===== src/sv/vpw_pkg.sv =====
`timescale 1ns / 1ps
// ----------------------------------------------------------------------------
// vpw_pkg
// shared types, codes and reset values for the vpw frame receiver
// ----------------------------------------------------------------------------
package vpw_pkg;

  // default pulse measurement width
  localparam int PULSE_BITS_DEF = 16;

  // widths of the configuration port
  localparam int CFG_DATA_W  = 16;
  localparam int CFG_INDEX_W = 3;

  // result queue depth, a power of two
  localparam int QUEUE_DEPTH = 4;

  localparam logic [7:0] BYTE_WHITEN = 8'h55;

  typedef enum logic [1:0] {
    OP_PULSE = 2'd0,
    OP_EOD   = 2'd1,
    OP_TIMER = 2'd2,
    OP_SPARE = 2'd3
  } opcode_t;

  typedef enum logic [1:0] {
    KIND_DATA   = 2'd0,
    KIND_OK     = 2'd1,
    KIND_BUSERR = 2'd2,
    KIND_NOSOF  = 2'd3
  } kind_t;

  typedef enum logic [CFG_INDEX_W-1:0] {
    REG_SOF_MIN   = 3'd0,
    REG_SHORT_MIN = 3'd1,
    REG_LONG_MAX  = 3'd2,
    REG_MID       = 3'd3,
    REG_MAX_BYTES = 3'd4
  } reg_index_t;

  localparam logic [15:0] SOF_MIN_RST   = 16'd163;
  localparam logic [15:0] SHORT_MIN_RST = 16'd34;
  localparam logic [15:0] LONG_MAX_RST  = 16'd163;
  localparam logic [15:0] MID_RST       = 16'd96;
  localparam logic [7:0]  MAX_BYTES_RST = 8'd12;

  typedef struct packed {
    logic [15:0] sof_min_ticks;
    logic [15:0] short_min_ticks;
    logic [15:0] long_max_ticks;
    logic [15:0] mid_ticks;
    logic [7:0]  max_frame_bytes;
  } cfg_t;

  typedef struct packed {
    kind_t      kind;
    logic [7:0] data_byte;
    logic [7:0] frame_length;
    logic       last;
  } result_t;

  // up to two results produced by one request
  typedef struct packed {
    logic [1:0] count;
    result_t    r0;
    result_t    r1;
  } push_t;

  function automatic result_t make_result(kind_t k, logic [7:0] d, logic [7:0] len,
                                          logic lst);
    result_t r;
    r.kind         = k;
    r.data_byte    = d;
    r.frame_length = len;
    r.last         = lst;
    return r;
  endfunction

endpackage


===== src/sv/vpw_if.sv =====
`timescale 1ns / 1ps
// ----------------------------------------------------------------------------
// vpw channel interfaces
// bus event request channel and decoded result channel
// ----------------------------------------------------------------------------
interface vpw_event_if #(
  parameter int PULSE_BITS = 16
);
  logic                  valid;
  logic                  ready;
  logic [1:0]            opcode;
  logic [PULSE_BITS-1:0] pulse_ticks;

  modport source (output valid, output opcode, output pulse_ticks, input ready);
  modport sink   (input valid, input opcode, input pulse_ticks, output ready);
endinterface

interface vpw_result_if;
  logic       valid;
  logic       ready;
  logic [1:0] kind;
  logic [7:0] data_byte;
  logic [7:0] frame_length;
  logic       last;

  modport source (output valid, output kind, output data_byte, output frame_length,
                  output last, input ready);
  modport sink   (input valid, input kind, input data_byte, input frame_length,
                  input last, output ready);
endinterface


===== src/sv/vpw_decode.sv =====
`timescale 1ns / 1ps
// ----------------------------------------------------------------------------
// vpw_decode
// frame state and symbol decode, one request per cycle while go is high
// ----------------------------------------------------------------------------
module vpw_decode import vpw_pkg::*; #(
  parameter int PULSE_BITS = PULSE_BITS_DEF
) (
  input  logic                  clk,
  input  logic                  rst,
  input  cfg_t                  cfg,
  input  logic                  go,
  input  logic [1:0]            opcode,
  input  logic [PULSE_BITS-1:0] pulse_ticks,
  output push_t                 push
);

  localparam int CMP_W = (PULSE_BITS > 16) ? PULSE_BITS : 16;

  logic       in_frame, in_frame_next;
  logic [7:0] shift_byte, shift_byte_next;
  logic [2:0] bit_count, bit_count_next;
  logic [7:0] byte_count, byte_count_next;

  logic [CMP_W-1:0] p, sof, smin, lmax, mid;
  logic             bit_one, in_range;
  logic [7:0]       sb_shift, bc_inc;

  always_comb begin
    p        = CMP_W'(pulse_ticks);
    sof      = CMP_W'(cfg.sof_min_ticks);
    smin     = CMP_W'(cfg.short_min_ticks);
    lmax     = CMP_W'(cfg.long_max_ticks);
    mid      = CMP_W'(cfg.mid_ticks);
    bit_one  = p > mid;
    in_range = (p >= smin) && (p <= lmax);
    sb_shift = {shift_byte[6:0], bit_one};
    bc_inc   = byte_count + 8'd1;

    in_frame_next   = in_frame;
    shift_byte_next = shift_byte;
    bit_count_next  = bit_count;
    byte_count_next = byte_count;
    push            = '0;

    if (go) begin
      if (!in_frame) begin
        case (opcode)
          OP_PULSE: begin
            if (p >= sof) begin
              if (cfg.max_frame_bytes == 8'd0) begin
                // zero byte limit: frame closes on its start pulse
                push.count = 2'd1;
                push.r0    = make_result(KIND_OK, 8'd0, 8'd0, 1'b1);
              end else begin
                in_frame_next = 1'b1;
              end
            end
          end
          OP_TIMER: begin
            push.count = 2'd1;
            push.r0    = make_result(KIND_NOSOF, 8'd0, 8'd0, 1'b1);
          end
          default: ;
        endcase
      end else begin
        case (opcode)
          OP_PULSE: begin
            if (!in_range) begin
              push.count      = 2'd1;
              push.r0         = make_result(KIND_BUSERR, 8'd0, 8'd0, 1'b1);
              in_frame_next   = 1'b0;
              shift_byte_next = 8'd0;
              bit_count_next  = 3'd0;
              byte_count_next = 8'd0;
            end else if (bit_count == 3'd7) begin
              shift_byte_next = 8'd0;
              bit_count_next  = 3'd0;
              if (bc_inc == cfg.max_frame_bytes) begin
                push.count      = 2'd2;
                push.r0         = make_result(KIND_DATA, sb_shift ^ BYTE_WHITEN, 8'd0, 1'b0);
                push.r1         = make_result(KIND_OK, 8'd0, bc_inc, 1'b1);
                in_frame_next   = 1'b0;
                byte_count_next = 8'd0;
              end else begin
                push.count      = 2'd1;
                push.r0         = make_result(KIND_DATA, sb_shift ^ BYTE_WHITEN, 8'd0, 1'b1);
                byte_count_next = bc_inc;
              end
            end else begin
              shift_byte_next = sb_shift;
              bit_count_next  = bit_count + 3'd1;
            end
          end
          OP_EOD: begin
            // partial byte dropped
            push.count      = 2'd1;
            push.r0         = make_result(KIND_OK, 8'd0, byte_count, 1'b1);
            in_frame_next   = 1'b0;
            shift_byte_next = 8'd0;
            bit_count_next  = 3'd0;
            byte_count_next = 8'd0;
          end
          default: ;
        endcase
      end
    end
  end

  always_ff @(posedge clk) begin
    if (rst) begin
      in_frame   <= 1'b0;
      shift_byte <= 8'd0;
      bit_count  <= 3'd0;
      byte_count <= 8'd0;
    end else begin
      in_frame   <= in_frame_next;
      shift_byte <= shift_byte_next;
      bit_count  <= bit_count_next;
      byte_count <= byte_count_next;
    end
  end

`ifndef NO_ASSERTIONS
  // idle means all frame counters cleared
  a_idle_clear: assert property (@(posedge clk) disable iff (rst)
    !in_frame |-> (bit_count == 3'd0 && byte_count == 8'd0 && shift_byte == 8'd0))
    else $error("frame state not cleared while idle");

  // a two-result request always closes the frame
  a_pair_closes: assert property (@(posedge clk) disable iff (rst)
    push.count == 2'd2 |=> !in_frame)
    else $error("frame still open after byte limit");
`endif

endmodule


===== src/sv/vpw_res_queue.sv =====
`timescale 1ns / 1ps
// ----------------------------------------------------------------------------
// vpw_res_queue
// small result queue, up to two writes and one read a cycle
// ----------------------------------------------------------------------------
module vpw_res_queue import vpw_pkg::*; (
  input  logic                clk,
  input  logic                rst,
  input  push_t               push,
  output logic                room,
  vpw_result_if.source        results
);

  localparam int PTR_W = $clog2(QUEUE_DEPTH);
  localparam int CNT_W = $clog2(QUEUE_DEPTH + 1);

  result_t            mem [QUEUE_DEPTH];
  logic [PTR_W-1:0]   wr_ptr, rd_ptr;
  logic [CNT_W-1:0]   count, count_next;
  logic               pop;
  result_t            head;

  assign room = count <= CNT_W'(QUEUE_DEPTH - 2);
  assign pop  = results.valid && results.ready;
  assign head = mem[rd_ptr];

  assign results.valid        = count != '0;
  assign results.kind         = head.kind;
  assign results.data_byte    = head.data_byte;
  assign results.frame_length = head.frame_length;
  assign results.last         = head.last;

  always_comb begin
    count_next = count + CNT_W'(push.count) - CNT_W'(pop);
  end

  always_ff @(posedge clk) begin
    if (push.count != 2'd0) begin
      mem[wr_ptr] <= push.r0;
    end
    if (push.count == 2'd2) begin
      mem[wr_ptr + PTR_W'(1)] <= push.r1;
    end
  end

  always_ff @(posedge clk) begin
    if (rst) begin
      wr_ptr <= '0;
      rd_ptr <= '0;
      count  <= '0;
    end else begin
      wr_ptr <= wr_ptr + PTR_W'(push.count);
      rd_ptr <= rd_ptr + PTR_W'(pop);
      count  <= count_next;
    end
  end

`ifndef NO_ASSERTIONS
  a_no_overflow: assert property (@(posedge clk) disable iff (rst)
    push.count != 2'd0 |-> room)
    else $error("result queue written without room");

  a_count_bound: assert property (@(posedge clk) disable iff (rst)
    count <= CNT_W'(QUEUE_DEPTH))
    else $error("result queue count out of range");
`endif

endmodule


===== src/sv/vpw_frame_receiver.sv =====
`timescale 1ns / 1ps
// ----------------------------------------------------------------------------
// vpw_frame_receiver
// variable-pulse-width bus receiver: measured pulses and timer events in,
// whitened data bytes and frame status out
// ----------------------------------------------------------------------------
//  channel   dir  handshake     payload
//  events    in   valid/ready   opcode, pulse_ticks
//  results   out  valid/ready   kind, data_byte, frame_length, last
//  cfg       in   cfg_we        cfg_index, cfg_data (write only)
//
//  one request accepted per cycle while the queue has room for two results;
//  results leave one per cycle while results.ready is high, so a frame closed on
//  its byte limit puts two results in the queue; a request passes the request
//  register, then decode into the result queue, whose head drives results
//  reset (rst, synchronous) idles the frame, empties the queue and loads the
//  default thresholds
//  a stall on results backs up through the queue, then the request register
// ----------------------------------------------------------------------------
module vpw_frame_receiver import vpw_pkg::*; #(
  parameter int PULSE_BITS = PULSE_BITS_DEF
) (
  input  logic                   clk,
  input  logic                   rst,
  input  logic                   cfg_we,
  input  logic [CFG_INDEX_W-1:0] cfg_index,
  input  logic [CFG_DATA_W-1:0]  cfg_data,
  vpw_event_if.sink              events,
  vpw_result_if.source           results
);

  cfg_t cfg;

  // request register
  logic                  ev_valid;
  logic [1:0]            ev_opcode;
  logic [PULSE_BITS-1:0] ev_pulse;

  logic  room;
  logic  go;
  push_t push;

  // the held request is decoded once the queue can take two results
  assign go           = ev_valid && room;
  assign events.ready = !ev_valid || room;

  // configuration registers, out-of-range indexes dropped
  always_ff @(posedge clk) begin
    if (rst) begin
      cfg.sof_min_ticks   <= SOF_MIN_RST;
      cfg.short_min_ticks <= SHORT_MIN_RST;
      cfg.long_max_ticks  <= LONG_MAX_RST;
      cfg.mid_ticks       <= MID_RST;
      cfg.max_frame_bytes <= MAX_BYTES_RST;
    end else if (cfg_we) begin
      case (cfg_index)
        REG_SOF_MIN:   cfg.sof_min_ticks   <= cfg_data;
        REG_SHORT_MIN: cfg.short_min_ticks <= cfg_data;
        REG_LONG_MAX:  cfg.long_max_ticks  <= cfg_data;
        REG_MID:       cfg.mid_ticks       <= cfg_data;
        REG_MAX_BYTES: cfg.max_frame_bytes <= cfg_data[7:0];
        default: ;
      endcase
    end
  end

  // request valid flag
  always_ff @(posedge clk) begin
    if (rst) begin
      ev_valid <= 1'b0;
    end else if (events.ready) begin
      ev_valid <= events.valid;
    end
  end

  // request payload, no reset needed
  always_ff @(posedge clk) begin
    if (events.valid && events.ready) begin
      ev_opcode <= events.opcode;
      ev_pulse  <= events.pulse_ticks;
    end
  end

  vpw_decode #(
    .PULSE_BITS (PULSE_BITS)
  ) u_decode (
    .clk         (clk),
    .rst         (rst),
    .cfg         (cfg),
    .go          (go),
    .opcode      (ev_opcode),
    .pulse_ticks (ev_pulse),
    .push        (push)
  );

  vpw_res_queue u_queue (
    .clk     (clk),
    .rst     (rst),
    .push    (push),
    .room    (room),
    .results (results)
  );

`ifndef NO_ASSERTIONS
  // a held request is never dropped while it waits for queue room
  a_hold_request: assert property (@(posedge clk) disable iff (rst)
    ev_valid && !room |=> ev_valid && $stable(ev_opcode) && $stable(ev_pulse))
    else $error("waiting request lost");
`endif

endmodule

===== src/flat_wrapper.sv =====
// flat-port wrapper written by rule: the top's interface ports become plain ports
module vpw_frame_receiver_flat import vpw_pkg::*;
#(
  parameter int PULSE_BITS = PULSE_BITS_DEF
)
  (clk, rst, cfg_we, cfg_index, cfg_data, events_valid, events_opcode, events_pulse_ticks, events_ready, results_valid, results_kind, results_data_byte, results_frame_length, results_last, results_ready);
  vpw_event_if #(.PULSE_BITS(PULSE_BITS)) events_i ();
  vpw_result_if results_i ();
  input  logic clk;
  input  logic rst;
  input  logic cfg_we;
  input  logic [CFG_INDEX_W-1:0] cfg_index;
  input  logic [CFG_DATA_W-1:0] cfg_data;
  input wire logic [$bits(events_i.valid)-1:0] events_valid;
  input wire logic [$bits(events_i.opcode)-1:0] events_opcode;
  input wire logic [$bits(events_i.pulse_ticks)-1:0] events_pulse_ticks;
  output wire logic [$bits(events_i.ready)-1:0] events_ready;
  output wire logic [$bits(results_i.valid)-1:0] results_valid;
  output wire logic [$bits(results_i.kind)-1:0] results_kind;
  output wire logic [$bits(results_i.data_byte)-1:0] results_data_byte;
  output wire logic [$bits(results_i.frame_length)-1:0] results_frame_length;
  output wire logic [$bits(results_i.last)-1:0] results_last;
  input wire logic [$bits(results_i.ready)-1:0] results_ready;
  assign events_i.valid = events_valid;
  assign events_i.opcode = events_opcode;
  assign events_i.pulse_ticks = events_pulse_ticks;
  assign events_ready = events_i.ready;
  assign results_valid = results_i.valid;
  assign results_kind = results_i.kind;
  assign results_data_byte = results_i.data_byte;
  assign results_frame_length = results_i.frame_length;
  assign results_last = results_i.last;
  assign results_i.ready = results_ready;
  vpw_frame_receiver #(.PULSE_BITS(PULSE_BITS)) u_core (.clk(clk), .rst(rst), .cfg_we(cfg_we), .cfg_index(cfg_index), .cfg_data(cfg_data), .events(events_i), .results(results_i));
endmodule

===== config.mk =====
export PLATFORM = sky130hd
export DESIGN_NAME = vpw_frame_receiver_flat
export DESIGN_NICKNAME = d
export VERILOG_FILES = /design/src/sv/vpw_pkg.sv /design/src/sv/vpw_if.sv /design/src/sv/vpw_decode.sv /design/src/sv/vpw_res_queue.sv /design/src/sv/vpw_frame_receiver.sv /design/src/flat_wrapper.sv
export SDC_FILE = /design/constraint.sdc
export NUM_CORES = 1
export LEC_CHECK = 0
export ABC_AREA = 0
export BUFFER_PORTS_ARGS = -buffer_cell sky130_fd_sc_hd__buf_2
export CAP_MARGIN = 20
export CORE_ASPECT_RATIO = 1.5
export CORE_MARGIN = 3
export CORE_UTILIZATION = 40
export CTS_CLUSTER_SIZE = 8
export DETAILED_ROUTE_END_ITERATION = 8
export MAX_ROUTING_LAYER = met4
export PLACE_DENSITY_LB_ADDON = 0.08
export SYNTH_ARGS = -nofsm -noshare
export SYNTH_HDL_FRONTEND = slang
export SYNTH_SLANG_ARGS = --single-unit

===== constraint.sdc =====
create_clock -name clk -period 4.4 [get_ports clk]
set_input_delay 0.44 -clock clk [delete_from_list [all_inputs] [get_ports clk]]
set_output_delay 0.44 -clock clk [all_outputs]
set_load 0.1 [all_outputs]

==> summary.md <==
| Metric | Value |
|---|---|
| First-pass GRT wire length | 44.17 mm |
| Reg2reg start | u_core.u_decode.byte_count[0]$_SDFFE_PP0P_ |
| Slew headroom | 32.33% |
| Initial Util | 40.98% |
| Number of detailed-route iterations in the first pass | 5 |
| Pwr Density | 386.0 nW/µm² |
| Worst-path maximum fanout | 10 |
| WHS | 0.1677 ns |
| Vias in the first global route | 8,059 |
| Max frequency | 255.5 MHz |
| First-iteration detailed-routing DRC count | 480 |
| Setup Skew | 0.009422 ns |
| Startpoint types | flop |
| Max stage delay on crit path | 0.53 ns |
| Top cell type by total area after synthesis | dfxtp_1 |
| Setup Buffers After CTS | 0 |
| Worst vdd ir | 0.2696 mV |
| Core Area | 24,610 µm² |
| Hold Crit Endpoint | u_core.ev_pulse[15]$_DFFE_PP_ |
| Top delay family on crit path | compound AO/OA/AOI/OAI gates |
| Hold-fix buffers, CTS | 0 |
| TritonCTS clock tree | built |
| CP endpoint kind | flop |
| All-Layer GR Usage | 21.36% |
| Syn_area_per_cell | 9.235 µm² |
| FF-to-FF setup slack | 0.49 ns |
| CTS resizes | 0 |
| Rows | 70 |
| Max-cap violations | 0 |
| CP required | 4.71 ns |
| # port buffers | 62 |
| Cts bufs inserted | 17 |
| # setup viols final | 0 |
| RSZ-0062 raised after global routing | no |
| Gr ovfl total | 0 |
| Main synth FF type | dfxtp_1 |
| Width of the die | 135.6 µm |
| N_diodes | 0 |
| Hold_sp | events_pulse_ticks[15] |
| Final Cycle Share | 88.95% |
| Die height | 200.5 µm |
| Vias per cell | 5.383 |
| Outcome | completed |
| DR vias | 7,940 |
| Layout cells sized above 1 | 13.81% |
| Main area contributors after synthesis | dfxtp_1 27%, edfxtp_1 17%, ha_1 8.9%, nand2_1 6.8%, a21oi_1 5.2% |
| Cell mode on critical path | ha_1 |
| Clk slew on worst S/H paths | 0.07 ns |
| Clock sink count | 193 |
| Sequential-to-total area share from yosys stat | 44.07% |
| Worst Hold Path Cells | 1 |
| Die area | 27,190 µm² |
| Nets | 1,253 |
| Critical path, cell by cell | ha_1 > and3_1 > nand3_1 > o21ai_0 > o211ai_1 > a31oi_1 > a22o_2 > ha_1 > inv_1 > ha_1 > inv_1 > fa_1 > xnor2_1 > xnor2_1 > nor2_1 |
| Most common cell in the netlist | nand2_1 |
| WS Path Type | flop to flop |
| LEAKAGE | 4.186 nW |
| Buf/Inv on CP | 2 |
| Synth unique cells | 77 |
| Async SR Flop Fraction | 0% |
| Cells after Synth | 1,092 |
| Period minus WS final | 3.914 ns |
| Post-Route WL | 27.37 mm |
| Synthesized area | 10,080 µm² |
| Clock root buffer | clkbuf_16 |
| Slew of the pin with the lowest slew margin | 1.015 ns |
| Detailed Place HPWL | 20.74 mm |
| Global placement routability congestion | 0.8582 |
| Number of cells on the worst reg-to-reg path | 15 |
| Ports | 63 |
| Final TNS setup | 0 ns |
| Largest net degree at the start of global routing | 55 |
| Slew Viols, Final | 0 |
| Clock latency on the worst-skew pair | 0.45 ns |
| R2R Path End | u_core.u_queue.count[2]$_SDFF_PP0_ |
| Post-synth EDFFs | 58 |
| Hold Vio Cnt, Final | 0 |
| FF+latch count, synth | 193 |
| CTS Buffer Depth | 2 |
| Syn nets | 1,207 |
| Top cells by count, synth | 184 x nand2_1, 135 x dfxtp_1, 104 x a21oi_1, 81 x inv_1, 72 x ha_1 |
| Critical path arrival | 4.23 ns |
| Drc violations | 0 |
| Initial antenna violation count | 0 |
| Synth warn | 0 |
| Slowest-stage cell, CP | a31oi_1 |
| Top-area cell type share of the netlist area | 26.80% |
| Fillers | 2,454 |
| HP Class | input port to flop |
| Area grow syn2layout | 11.76% |
| Routed wire per std cell | 18.56 µm |
| H-tree depth | 4 |
| Antenna-violating nets left | 0 |
==> stage by stage <==
step / area (µm²) / utilization [%] / setup slack, ns / instances / total power, mW
after floorplan: 10080 / - / 0.8522 / 1092 / 2.680
after global placement: 10710 / 43.50 / 0.5511 / 1443 / 2.885
after detailed placement: 10710 / 43.50 / 0.4613 / 1443 / 2.889
after CTS: 11270 / 45.80 / 0.4414 / 1475 / 4.407
after global routing: 11270 / 45.80 / 0.09344 / 1475 / 4.546
final: 11270 / 45.80 / 0.4862 / 1475 / 4.351
==> metal layers <==
layer,global-route usage (%),share of wire [%],up-vias
met3,3.009,2.9,51
met4,6.844,2.7,0
met1,24.64,41,3735
met5,-,0,-
met2,37.93,53,173
li1,-,-,3981
==> worst max-delay path by stage <==
| stage | from | end | cells after the start |
|---|---|---|---|
| floorplan | u_core.ev_pulse[14]$_DFFE_PP_ | u_core.u_queue.count[2]$_SDFF_PP0_ | 15 |
| global placement | u_core.u_decode.byte_count[0]$_SDFFE_PP0P_ | u_core.u_queue.count[2]$_SDFF_PP0_ | 15 |
| detailed placement | u_core.u_decode.byte_count[0]$_SDFFE_PP0P_ | u_core.u_queue.count[2]$_SDFF_PP0_ | 15 |
| CTS | u_core.u_decode.byte_count[0]$_SDFFE_PP0P_ | u_core.u_queue.count[2]$_SDFF_PP0_ | 15 |
| global route | u_core.u_decode.byte_count[0]$_SDFFE_PP0P_ | u_core.u_queue.count[2]$_SDFF_PP0_ | 15 |
| finish | u_core.u_decode.byte_count[0]$_SDFFE_PP0P_ | u_core.u_queue.count[2]$_SDFF_PP0_ | 15 |
==> cell usage in the layout, fill, tap and decap left out, drive strengths merged, types with 15 or more instances in the layout <==
cell and count:
nand2 184, dfxtp 135, a21oi 107, inv 87
buf 81, ha 72, nor2 71, o21ai 66
edfxtp 58, o211ai 26, nand3 25, clkbuf 22
mux4 19, a22o 15
==> flip-flops by register name, summed over array words and instances (netlist names), 2 cells and up <==
signal	flops
u_core.u_decode.bit_count	3
u_core.ev_pulse	16
u_core.u_queue.count	3
u_core.u_queue.mem	76
u_core.ev_opcode	2
u_core.u_decode.shift_byte	7
u_core.u_queue.wr_ptr	2
u_core.u_decode.byte_count	8
u_core.cfg	72
u_core.u_queue.rd_ptr	2
==> logic make-up after synthesis <==
family | Yosys count | share of synthesized area (%)
AOI/OAI and AO/OA | 286 | 18.28
xor gates and xnor gates | 14 | 1.216
DFF | 193 | 44.07
buffers and inverters | 136 | 5.434
muxes | 29 | 5.285
adders and majority gates | 73 | 9.131
and+or+nand+nor | 361 | 16.59
==> power by group <==
| group | internal (mW) | switching [mW] | leakage, nW | total [mW] |
|---|---|---|---|---|
| clock | 0.810 | 0.708 | 0.278 | 1.52 |
| sequential | 1.89 | 0.0505 | 1.67 | 1.94 |
| combinational | 0.270 | 0.625 | 2.24 | 0.895 |
| total | 2.97 | 1.38 | 4.19 | 4.35 |
==> final cells by class <==
class	instances	area [µm²]	share of cell area [%]
multi-input cells	763	5092	45.18
flip-flops and latches	193	4444	39.43
clock buffers	22	496.7	4.407
repair buffers	81	455.4	4.041
well taps	324	405.4	3.597
inverters	82	307.8	2.731
clock inverters	10	68.82	0.6106
No activity file was read; power rests on OpenSTA's default activity.
